[src/rtl/cdts_pkg.sv]
// Shared types, constants and helper functions for the calendar date/time stepper.
// No dependencies; imported by every module of the block.
`timescale 1ns / 1ps

package cdts_pkg;

  // Request kinds carried in tuser
  localparam logic [1:0] REQ_UP   = 2'd0;
  localparam logic [1:0] REQ_DOWN = 2'd1;
  localparam logic [1:0] REQ_LOAD = 2'd2;

  // Unit selector for step requests
  localparam logic [2:0] UNIT_MINUTE = 3'd0;
  localparam logic [2:0] UNIT_HOUR   = 3'd1;
  localparam logic [2:0] UNIT_DAY    = 3'd2;
  localparam logic [2:0] UNIT_MONTH  = 3'd3;
  localparam logic [2:0] UNIT_YEAR   = 3'd4;

  // Value limits
  localparam logic signed [15:0] YEAR_MAX = 16'sd16799;
  localparam logic signed [15:0] YEAR_MIN = -16'sd12998;
  localparam logic [3:0] MONTH_MAX  = 4'd12;
  localparam logic [4:0] HOUR_MAX   = 5'd23;
  localparam logic [5:0] MINUTE_MAX = 6'd59;

  // Year bias: a multiple of 400 that makes every legal year positive and
  // keeps it a multiple of 16, so the low year bits still give year mod 16.
  localparam logic [16:0] YEAR_BIAS = 17'd13200;
  // Reciprocal of 25 scaled by 2^20; exact quotient for any 15-bit value
  localparam logic [15:0] RECIP_25  = 16'd41944;
  localparam int unsigned RECIP_SHIFT = 20;
  localparam logic [4:0] RES_LAST   = 5'd24;
  // Residues mod 25 of the biased year at the two ends of the range
  localparam logic [4:0] RES_AT_MAX = 5'd24;
  localparam logic [4:0] RES_AT_MIN = 5'd2;

  // Date and time held by the block, with the biased year mod 25
  typedef struct packed {
    logic signed [15:0] year;
    logic [3:0]         month;
    logic [4:0]         day;
    logic [4:0]         hour;
    logic [5:0]         minute;
    logic [4:0]         res25;
  } cdts_time_t;

  // Year 2000 biased is 15200, a multiple of 25
  localparam cdts_time_t RESET_TIME = '{
    year: 16'sd2000, month: 4'd1, day: 5'd1, hour: 5'd0, minute: 6'd0, res25: 5'd0
  };

  // Leap when divisible by 4 and not by 100, or divisible by 400
  function automatic logic is_leap(input logic [3:0] year_lo, input logic [4:0] res25);
    logic div4;
    logic div25;
    div4  = (year_lo[1:0] == 2'd0);
    div25 = (res25 == 5'd0);
    return div4 && (!div25 || (year_lo == 4'd0));
  endfunction

  // Days in a month; codes outside 1..12 read as 31
  function automatic logic [4:0] month_len(input logic [3:0] month, input logic leap);
    logic [4:0] len;
    case (month)
      4'd2:    len = leap ? 5'd29 : 5'd28;
      4'd4:    len = 5'd30;
      4'd6:    len = 5'd30;
      4'd9:    len = 5'd30;
      4'd11:   len = 5'd30;
      default: len = 5'd31;
    endcase
    return len;
  endfunction

endpackage

[src/rtl/cdts_mod25.sv]
// Residue mod 25 of a biased year, by reciprocal multiply and back-subtraction.
// Depends on cdts_pkg.
`timescale 1ns / 1ps

module cdts_mod25
  import cdts_pkg::*;
(
  input  logic signed [15:0] year_i,
  output logic [4:0]         res25_o
);

  logic [16:0] biased;
  logic [14:0] val;
  logic [30:0] prod;
  logic [10:0] quot;
  logic [15:0] quot_x25;
  logic [15:0] rem;

  // Legal years map onto 202..29999 once biased
  assign biased   = {year_i[15], year_i} + YEAR_BIAS;
  assign val      = biased[14:0];

  // Quotient by reciprocal, then remainder
  assign prod     = 31'(val) * 31'(RECIP_25);
  assign quot     = prod[30:RECIP_SHIFT];
  assign quot_x25 = 16'(quot) * 16'd25;
  assign rem      = 16'(val) - quot_x25;
  assign res25_o  = rem[4:0];

endmodule

[src/rtl/cdts_next.sv]
// Next-state logic: load, or a one-unit step with carry, borrow and day clamp.
// Depends on cdts_pkg.
`timescale 1ns / 1ps

module cdts_next
  import cdts_pkg::*;
(
  input  cdts_time_t cur_i,
  input  logic [1:0] req_type_i,
  input  logic [2:0] unit_i,
  input  cdts_time_t load_i,   // year already clamped, res25 already valid
  output cdts_time_t nxt_o
);

  logic       leap_cur;
  logic       leap_up;
  logic       leap_dn;
  logic       leap_ld;
  logic [4:0] len_cur;
  logic [4:0] len_clamp;
  logic [3:0] mon_inc;
  logic [3:0] mon_dec;
  logic [3:0] ld_month;
  logic [4:0] ld_len;
  logic       do_day_up;
  logic       do_day_dn;
  logic       do_clamp;
  cdts_time_t yr_up;
  cdts_time_t yr_dn;
  cdts_time_t stp;

  // Neighbouring years with their residues, wrapping at the range ends
  always_comb begin
    yr_up = cur_i;
    yr_dn = cur_i;
    if (cur_i.year >= YEAR_MAX) begin
      yr_up.year  = YEAR_MIN;
      yr_up.res25 = RES_AT_MIN;
    end else begin
      yr_up.year  = cur_i.year + 16'sd1;
      yr_up.res25 = (cur_i.res25 == RES_LAST) ? 5'd0 : cur_i.res25 + 5'd1;
    end
    if (cur_i.year <= YEAR_MIN) begin
      yr_dn.year  = YEAR_MAX;
      yr_dn.res25 = RES_AT_MAX;
    end else begin
      yr_dn.year  = cur_i.year - 16'sd1;
      yr_dn.res25 = (cur_i.res25 == 5'd0) ? RES_LAST : cur_i.res25 - 5'd1;
    end
  end

  assign leap_cur = is_leap(cur_i.year[3:0], cur_i.res25);
  assign leap_up  = is_leap(yr_up.year[3:0], yr_up.res25);
  assign leap_dn  = is_leap(yr_dn.year[3:0], yr_dn.res25);
  assign len_cur  = month_len(cur_i.month, leap_cur);
  assign mon_inc  = (cur_i.month >= MONTH_MAX) ? 4'd1 : cur_i.month + 4'd1;
  assign mon_dec  = (cur_i.month <= 4'd1) ? MONTH_MAX : cur_i.month - 4'd1;

  // Load path clamps
  assign ld_month = (load_i.month == 4'd0) ? 4'd1 :
                    (load_i.month > MONTH_MAX) ? MONTH_MAX : load_i.month;
  assign leap_ld  = is_leap(load_i.year[3:0], load_i.res25);
  assign ld_len   = month_len(ld_month, leap_ld);

  // Step path: minute and hour set carry flags, then day, month and year act
  always_comb begin
    stp       = cur_i;
    do_day_up = 1'b0;
    do_day_dn = 1'b0;
    do_clamp  = 1'b0;
    len_clamp = len_cur;
    case (unit_i)
      UNIT_MINUTE: begin
        if (req_type_i == REQ_UP) begin
          if (cur_i.minute >= MINUTE_MAX) begin
            stp.minute = 6'd0;
            if (cur_i.hour >= HOUR_MAX) begin
              stp.hour  = 5'd0;
              do_day_up = 1'b1;
            end else begin
              stp.hour = cur_i.hour + 5'd1;
            end
          end else begin
            stp.minute = cur_i.minute + 6'd1;
          end
        end else begin
          if (cur_i.minute == 6'd0) begin
            stp.minute = MINUTE_MAX;
            if (cur_i.hour == 5'd0) begin
              stp.hour  = HOUR_MAX;
              do_day_dn = 1'b1;
            end else begin
              stp.hour = cur_i.hour - 5'd1;
            end
          end else begin
            stp.minute = cur_i.minute - 6'd1;
          end
        end
      end
      UNIT_HOUR: begin
        if (req_type_i == REQ_UP) begin
          if (cur_i.hour >= HOUR_MAX) begin
            stp.hour  = 5'd0;
            do_day_up = 1'b1;
          end else begin
            stp.hour = cur_i.hour + 5'd1;
          end
        end else begin
          if (cur_i.hour == 5'd0) begin
            stp.hour  = HOUR_MAX;
            do_day_dn = 1'b1;
          end else begin
            stp.hour = cur_i.hour - 5'd1;
          end
        end
      end
      UNIT_DAY: begin
        do_day_up = (req_type_i == REQ_UP);
        do_day_dn = (req_type_i != REQ_UP);
      end
      UNIT_MONTH: begin
        if (req_type_i == REQ_UP) begin
          stp.month = mon_inc;
          // December rolls into January of the next year, 31 days
          if (cur_i.month >= MONTH_MAX) begin
            stp.year  = yr_up.year;
            stp.res25 = yr_up.res25;
          end
        end else begin
          stp.month = mon_dec;
          if (cur_i.month <= 4'd1) begin
            stp.year  = yr_dn.year;
            stp.res25 = yr_dn.res25;
          end
        end
        do_clamp  = 1'b1;
        len_clamp = month_len(stp.month, leap_cur);
      end
      UNIT_YEAR: begin
        if (req_type_i == REQ_UP) begin
          stp.year  = yr_up.year;
          stp.res25 = yr_up.res25;
          len_clamp = month_len(cur_i.month, leap_up);
        end else begin
          stp.year  = yr_dn.year;
          stp.res25 = yr_dn.res25;
          len_clamp = month_len(cur_i.month, leap_dn);
        end
        do_clamp = 1'b1;
      end
      default: begin
        stp = cur_i;
      end
    endcase

    // Day carry into month and year
    if (do_day_up) begin
      if (cur_i.day >= len_cur) begin
        stp.day   = 5'd1;
        stp.month = mon_inc;
        if (cur_i.month >= MONTH_MAX) begin
          stp.year  = yr_up.year;
          stp.res25 = yr_up.res25;
        end
      end else begin
        stp.day = cur_i.day + 5'd1;
      end
    end

    // Day borrow lands on the last day of the previous month
    if (do_day_dn) begin
      if (cur_i.day <= 5'd1) begin
        stp.month = mon_dec;
        if (cur_i.month <= 4'd1) begin
          stp.year  = yr_dn.year;
          stp.res25 = yr_dn.res25;
          stp.day   = month_len(MONTH_MAX, leap_dn);
        end else begin
          stp.day = month_len(mon_dec, leap_cur);
        end
      end else begin
        stp.day = cur_i.day - 5'd1;
      end
    end

    if (do_clamp && (cur_i.day > len_clamp)) begin
      stp.day = len_clamp;
    end
  end

  // Select by request kind
  always_comb begin
    nxt_o = cur_i;
    case (req_type_i)
      REQ_LOAD: begin
        nxt_o.year   = load_i.year;
        nxt_o.res25  = load_i.res25;
        nxt_o.month  = ld_month;
        nxt_o.day    = (load_i.day == 5'd0) ? 5'd1 :
                       (load_i.day > ld_len) ? ld_len : load_i.day;
        nxt_o.hour   = (load_i.hour > HOUR_MAX) ? HOUR_MAX : load_i.hour;
        nxt_o.minute = (load_i.minute > MINUTE_MAX) ? MINUTE_MAX : load_i.minute;
      end
      REQ_UP:   nxt_o = stp;
      REQ_DOWN: nxt_o = stp;
      default:  nxt_o = cur_i;
    endcase
  end

endmodule

[src/rtl/calendar_datetime_stepper.sv]
// Gregorian date/time stepper top level: input register, next-state logic and
// the date/time registers that also form the result. Depends on cdts_pkg,
// cdts_mod25 and cdts_next.
// Throughput: one request per cycle unless the output stalls; the single pass
// from the input register through the next-state logic into the date/time
// registers sets this.
// Reset: asynchronous, clears both valid flags and sets 2000-01-01 00:00.
`timescale 1ns / 1ps

module calendar_datetime_stepper
  import cdts_pkg::*;
(
  input  logic        clk_i,
  input  logic        rst_ni,
  input  logic        s_axis_tvalid_i,
  output logic        s_axis_tready_o,
  // load_year[15:0], load_month[19:16], load_day[24:20], load_hour[29:25],
  // load_minute[35:30], zero [39:36]
  input  logic [39:0] s_axis_tdata_i,
  // req_type[1:0], unit[4:2]
  input  logic [4:0]  s_axis_tuser_i,
  output logic        m_axis_tvalid_o,
  input  logic        m_axis_tready_i,
  // cur_year[15:0], cur_month[19:16], cur_day[24:20], cur_hour[29:25],
  // cur_minute[35:30], zero [39:36]
  output logic [39:0] m_axis_tdata_o
);

  logic signed [15:0] ld_year_raw;
  logic signed [15:0] ld_year_clamped;
  logic [4:0]         ld_res25;
  logic               in_valid_q;
  logic [1:0]         req_type_q;
  logic [2:0]         unit_q;
  cdts_time_t         load_q;
  cdts_time_t         state_q;
  cdts_time_t         state_d;
  logic               out_valid_q;
  logic               advance;

  // Year saturation and its residue, ahead of the input register
  assign ld_year_raw     = s_axis_tdata_i[15:0];
  assign ld_year_clamped = (ld_year_raw < YEAR_MIN) ? YEAR_MIN :
                           (ld_year_raw > YEAR_MAX) ? YEAR_MAX : ld_year_raw;

  cdts_mod25 u_mod25 (
    .year_i  (ld_year_clamped),
    .res25_o (ld_res25)
  );

  // Handshake: the stage moves when the result slot is empty or being taken
  assign advance         = in_valid_q && (!out_valid_q || m_axis_tready_i);
  assign s_axis_tready_o = !in_valid_q || advance;

  // Input register
  always_ff @(posedge clk_i or negedge rst_ni) begin
    if (!rst_ni) begin
      in_valid_q <= 1'b0;
    end else if (s_axis_tready_o) begin
      in_valid_q <= s_axis_tvalid_i;
    end
  end

  always_ff @(posedge clk_i) begin
    if (s_axis_tready_o && s_axis_tvalid_i) begin
      req_type_q    <= s_axis_tuser_i[1:0];
      unit_q        <= s_axis_tuser_i[4:2];
      load_q.year   <= ld_year_clamped;
      load_q.res25  <= ld_res25;
      load_q.month  <= s_axis_tdata_i[19:16];
      load_q.day    <= s_axis_tdata_i[24:20];
      load_q.hour   <= s_axis_tdata_i[29:25];
      load_q.minute <= s_axis_tdata_i[35:30];
    end
  end

  cdts_next u_next (
    .cur_i      (state_q),
    .req_type_i (req_type_q),
    .unit_i     (unit_q),
    .load_i     (load_q),
    .nxt_o      (state_d)
  );

  // Date/time registers double as the result register
  always_ff @(posedge clk_i or negedge rst_ni) begin
    if (!rst_ni) begin
      state_q     <= RESET_TIME;
      out_valid_q <= 1'b0;
    end else if (advance) begin
      state_q     <= state_d;
      out_valid_q <= 1'b1;
    end else if (m_axis_tready_i) begin
      out_valid_q <= 1'b0;
    end
  end

  assign m_axis_tvalid_o = out_valid_q;
  assign m_axis_tdata_o  = {4'd0, state_q.minute, state_q.hour, state_q.day,
                            state_q.month, state_q.year};

  // Checks on the held date and the stage control
  a_time_range: assert property (@(posedge clk_i) disable iff (!rst_ni)
    (state_q.month >= 4'd1) && (state_q.month <= MONTH_MAX) &&
    (state_q.hour <= HOUR_MAX) && (state_q.minute <= MINUTE_MAX))
    else $error("date/time registers out of range");

  a_day_fits_month: assert property (@(posedge clk_i) disable iff (!rst_ni)
    (state_q.day >= 5'd1) &&
    (state_q.day <= month_len(state_q.month, is_leap(state_q.year[3:0], state_q.res25))))
    else $error("day exceeds month length");

  a_res25_valid: assert property (@(posedge clk_i) disable iff (!rst_ni)
    state_q.res25 <= RES_LAST)
    else $error("year residue out of range");

  a_ready_when_empty: assert property (@(posedge clk_i) disable iff (!rst_ni)
    !out_valid_q |-> s_axis_tready_o)
    else $error("input stalled with empty result slot");

  a_hold_without_advance: assert property (@(posedge clk_i) disable iff (!rst_ni)
    !advance |=> $stable(state_q))
    else $error("date/time changed without a request");

endmodule
[config.mk]
export PLATFORM = sky130hd
export DESIGN_NAME = calendar_datetime_stepper
export DESIGN_NICKNAME = d
export VERILOG_FILES = /design/src/rtl/cdts_pkg.sv /design/src/rtl/cdts_mod25.sv /design/src/rtl/cdts_next.sv /design/src/rtl/calendar_datetime_stepper.sv
export SDC_FILE = /design/constraint.sdc
export NUM_CORES = 1
export LEC_CHECK = 0
export ABC_AREA = 1
export BUFFER_PORTS_ARGS = -buffer_cell sky130_fd_sc_hd__buf_2
export CORE_UTILIZATION = 40
export DETAILED_ROUTE_END_ITERATION = 12
export GPL_ROUTABILITY_DRIVEN = 0
export HOLD_SLACK_MARGIN = 0.1
export PLACE_DENSITY = 0.64
export SLEW_MARGIN = 5
export SYNTH_ARGS = -nofsm -noshare
export SYNTH_HDL_FRONTEND = slang
export SYNTH_HIERARCHICAL = 1
export SYNTH_SLANG_ARGS = --single-unit
[constraint.sdc]
create_clock -name clk_i -period 3.6 [get_ports clk_i]
set_clock_uncertainty 0.05 [all_clocks]
set_input_delay 0.18 -clock clk_i [delete_from_list [all_inputs] [get_ports clk_i]]
set_output_delay 0.18 -clock clk_i [all_outputs]
set_load 0.01 [all_outputs]
==> run_results.csv <==
group,metric,value,unit
clock_network,cts_buffers,9,
sta,fin_setup_tns,-15.33,ns
logic_synthesis,postSynthRegisterBits,89,
cells_and_area,final_layout_size_suffix_gt1_share,26.17,%
drt,drt-wirelength-per-cell,16.70,µm
sta,max_slew_margin,22.53,%
drt,drt_drc_violations_left,0,
cells_and_area,num_antenna_cells,0,
clock_network,cts_sinks,89,
cells_and_area,layout_commonest_cell,"sky130_fd_sc_hd__nand2_1",
setup_path,cp-start-kind,"input pin",
drt,totalWireLength,43.43,mm
sta,setup_slack,-3.543,ns
logic_synthesis,syn-cell-area,0.01331,mm²
logic_synthesis,yosysWarningCount,6,
grt,grt_first_pass_wirelength,68.02,mm
sta,finalSetupViolCount,5,
grt,antenna_found_initial,1,
clock_network,htree_levels,3,
grt,grt.met1_usage,32.65,%
cells_and_area,fill_count,3121,
clock_network,worst_skew_pair.late_latency,0.37,ns
grt,grt_usage,25.60,%
placed_design,buffer_ports.inserted,82,
min_path,worst_hold_path.num_cells,2,
drt,num_vias,13680,
setup_path,critPathCaptureType,"flip-flop",
logic_synthesis,count_of_mapped_cells_out_of_synthesis,1920,
setup_path,crit_arrival,7.22,ns
drt,number_of_iterations_in_the_first_detailed_routing_pass,6,
placed_design,dp_hpwl,32.55,mm
logic_synthesis,ys_types,66,
grt,vias_in_the_first_global_route,13090,
sta,max_freq,0.1400,GHz
logic_synthesis,fraction_of_synthesis_flops_using_an_asynchronous_set_or_reset_pin,48.31,%
die,dieArea,0.03401,mm²
drt,vias_per_cell,5.260,
sta,worstMarginPinSlew,1.158,ns
drt,drt_iter0_drc,1189,
clock_network,tritoncts,"done",
grt,grt_max_degree,47,
cells_and_area,layout-area-overhead-vs-synth,24.59,%
setup_path,critical_path.slowest_cell,"sky130_fd_sc_hd__fa_1",
outcome,status,"finished with violations",
sta,rsz0062_at_grt,"true",
min_path,hold_path_class,"in -> reg",
logic_synthesis,most_used_flip_flop_cell_after_synthesis,"sky130_fd_sc_hd__edfxtp_1",
clock_network,clock_edge_transition_at_the_registers_on_the_reported_setup_and_hold_paths,0.07,ns
sta,post-route-period-util,198.4,%
die,row_count,66,
clock_network,clock-root-buffer,"sky130_fd_sc_hd__clkbuf_16",
setup_path,critical-path-max-stage-delay,0.55,ns
cells_and_area,most-common-layout-cells,"450 x sky130_fd_sc_hd__nand2_1, 292 x sky130_fd_sc_hd__inv_1, 196 x sky130_fd_sc_hd__buf_4",
grt,use_met3,3.833,%
sta,final_hold_viol_count,0,
sta,min_period,7.143,ns
logic_synthesis,seq_area_frac_synth,18.54,%
cells_and_area,net_count_reported_at_finish,2379,
outcome,violations,"setup timing",
die,initial_utilization,40.81,%
setup_path,worst-path-max-fanout,4,
setup_path,worstRegToRegCells,21,
sta,timing_max_transition_violations_final,0,
logic_synthesis,synthesized_area_divided_by_synthesized_cell_count,6.933,µm²
die,core_area,0.03262,mm²
run,drv_cap,0,
grt,grt_overflow,0,
die,die_width,184.4,µm
die,i_o_pin_count,91,
placed_design,dp_worst_setup_slack,-3.927,ns
grt,gr-usage-met2,42.63,%
logic_synthesis,synth_edf_count,46,
grt,globalRoute.busiestLayer,"met2",
setup_path,cp_data_required_time,3.68,ns
setup_path,crit_type,"in -> reg",
drt,drt.antenna.violating_nets,0,
die,dieHeight,184.4,µm
clock_network,clock_tree.buffer_depth,2,
-- metal layers --
metal	vias up	routed length (µm)
met1	6392	17830
met3	131	3329
li1	6560	-
met5	-	13
met4	2	1910
met2	595	20340
-- area by class of cell --
class                           count  area (µm²)  share of cell area [%]
Clock inverter                      7       81.33                  0.4904
Multi-Input combinational cell   1385        9563                   57.66
Clock buffer                        9       225.2                   1.358
Sequential cell                    89        2470                   14.89
Inverter                          344        1305                   7.869
Tap cell                          442       553.0                   3.335
Timing Repair Buffer              325        2387                   14.39
-- sequential cells by signal (all words and copies together), names as in the netlist --
| signal | cells |
|---|---|
| m_axis_tvalid_o | 1 |
| unit_q | 3 |
| m_axis_tdata_o | 36 |
| req_type_q | 2 |
| load_q | 41 |
| in_valid_q | 1 |
| state_q | 5 |
-- cell usage after synthesis, types with 6 or more instances --
master | n | area (µm²)
sky130_fd_sc_hd__buf_6 | 9 | 101.4
sky130_fd_sc_hd__nand2_2 | 17 | 106.4
sky130_fd_sc_hd__buf_2 | 19 | 95.09
sky130_fd_sc_hd__o211ai_1 | 21 | 157.7
sky130_fd_sc_hd__nor2_1 | 136 | 510.5
sky130_fd_sc_hd__xnor2_1 | 13 | 113.9
sky130_fd_sc_hd__nor2_2 | 15 | 93.84
sky130_fd_sc_hd__ha_1 | 113 | 1414
sky130_fd_sc_hd__inv_2 | 19 | 71.32
sky130_fd_sc_hd__inv_1 | 320 | 1201
sky130_fd_sc_hd__nand4_1 | 23 | 143.9
sky130_fd_sc_hd__a21oi_1 | 72 | 360.4
sky130_fd_sc_hd__o21ai_0 | 96 | 480.5
sky130_fd_sc_hd__fa_1 | 63 | 1261
sky130_fd_sc_hd__mux2_2 | 41 | 461.7
sky130_fd_sc_hd__edfxtp_1 | 46 | 1381
sky130_fd_sc_hd__nand3_1 | 115 | 575.6
sky130_fd_sc_hd__nand2_4 | 6 | 67.56
sky130_fd_sc_hd__dfstp_2 | 8 | 210.2
sky130_fd_sc_hd__xor2_1 | 30 | 262.8
sky130_fd_sc_hd__nor3_1 | 15 | 75.07
sky130_fd_sc_hd__buf_4 | 45 | 337.8
sky130_fd_sc_hd__nand3b_1 | 9 | 67.56
sky130_fd_sc_hd__a31oi_1 | 9 | 56.30
sky130_fd_sc_hd__o21ai_1 | 23 | 115.1
sky130_fd_sc_hd__clkbuf_1 | 26 | 97.59
sky130_fd_sc_hd__nand2_1 | 478 | 1794
sky130_fd_sc_hd__o21bai_1 | 7 | 52.55
sky130_fd_sc_hd__o22ai_1 | 11 | 68.82
sky130_fd_sc_hd__dfrtp_1 | 35 | 875.8
-- cell families (layout without fill, tap and decap cells) --
group                    Yosys count  count (layout)  synth area share [%]
AO/OA/AOI/OAI                    274             274                 11.87
XOR/XNOR                          45              45                 3.074
adder cells (fa/ha/maj)          176             176                 20.10
buffers and inverters            449             685                 14.84
flip-flops                        89              89                 18.54
multiplexers                      42              42                 3.544
other                              1               4               0.02817
AND/OR/NAND/NOR                  844             844                 28.01
-- worst paths after layout --
path	startpoint	slack [ns]	to
worst max-delay path	s_axis_tdata_i[10]	-3.54	load_q[4]
worst min-delay path	s_axis_tdata_i[15]	0.12	load_q[40]
worst max register to register	m_axis_tdata_o[16]	0.23	m_axis_tdata_o[21]
worst min register to register	m_axis_tvalid_o	0.50	m_axis_tvalid_o
max in group asynchronous	rst_ni	2.33	m_axis_tdata_o[4]
min in group asynchronous	rst_ni	0.39	m_axis_tdata_o[28]
-- metrics by stage --
| stage | cells | instance area, µm² | hold WS [ns] | util (%) |
|---|---|---|---|---|
| global placement | 2524 | 15230 | 0.2596 | 46.68 |
| floorplan | 1923 | 13570 | -0.1656 | - |
| CTS | 2582 | 16090 | 0.1188 | 49.33 |
| detailed placement | 2524 | 15230 | 0.2666 | 46.68 |
| global route | 2601 | 16580 | 0.1167 | 50.84 |
| finish | 2601 | 16580 | 0.1183 | 50.84 |
-- repair_timing --
item	4_1_cts	5_1_grt
setup buffers	15	19
resized for setup	40	86
hold buffers	29	0
hold endpoints to repair	50	0
pin swaps	37	41
setup endpoints to repair	5	23
-- worst max-delay path, delay by kind of cell --
family | cells | cell delay, ns
AO/OA/AOI/OAI | 4 | 0.67
AND/OR/NAND/NOR | 22 | 2.07
XOR/XNOR | 2 | 0.34
buffers and inverters | 13 | 0.90
adder cells (fa/ha/maj) | 8 | 3.06
Power is left out: the tool's default activity adds up to more than one toggle a clock period on the data nets, which glitch-free logic cannot reach.
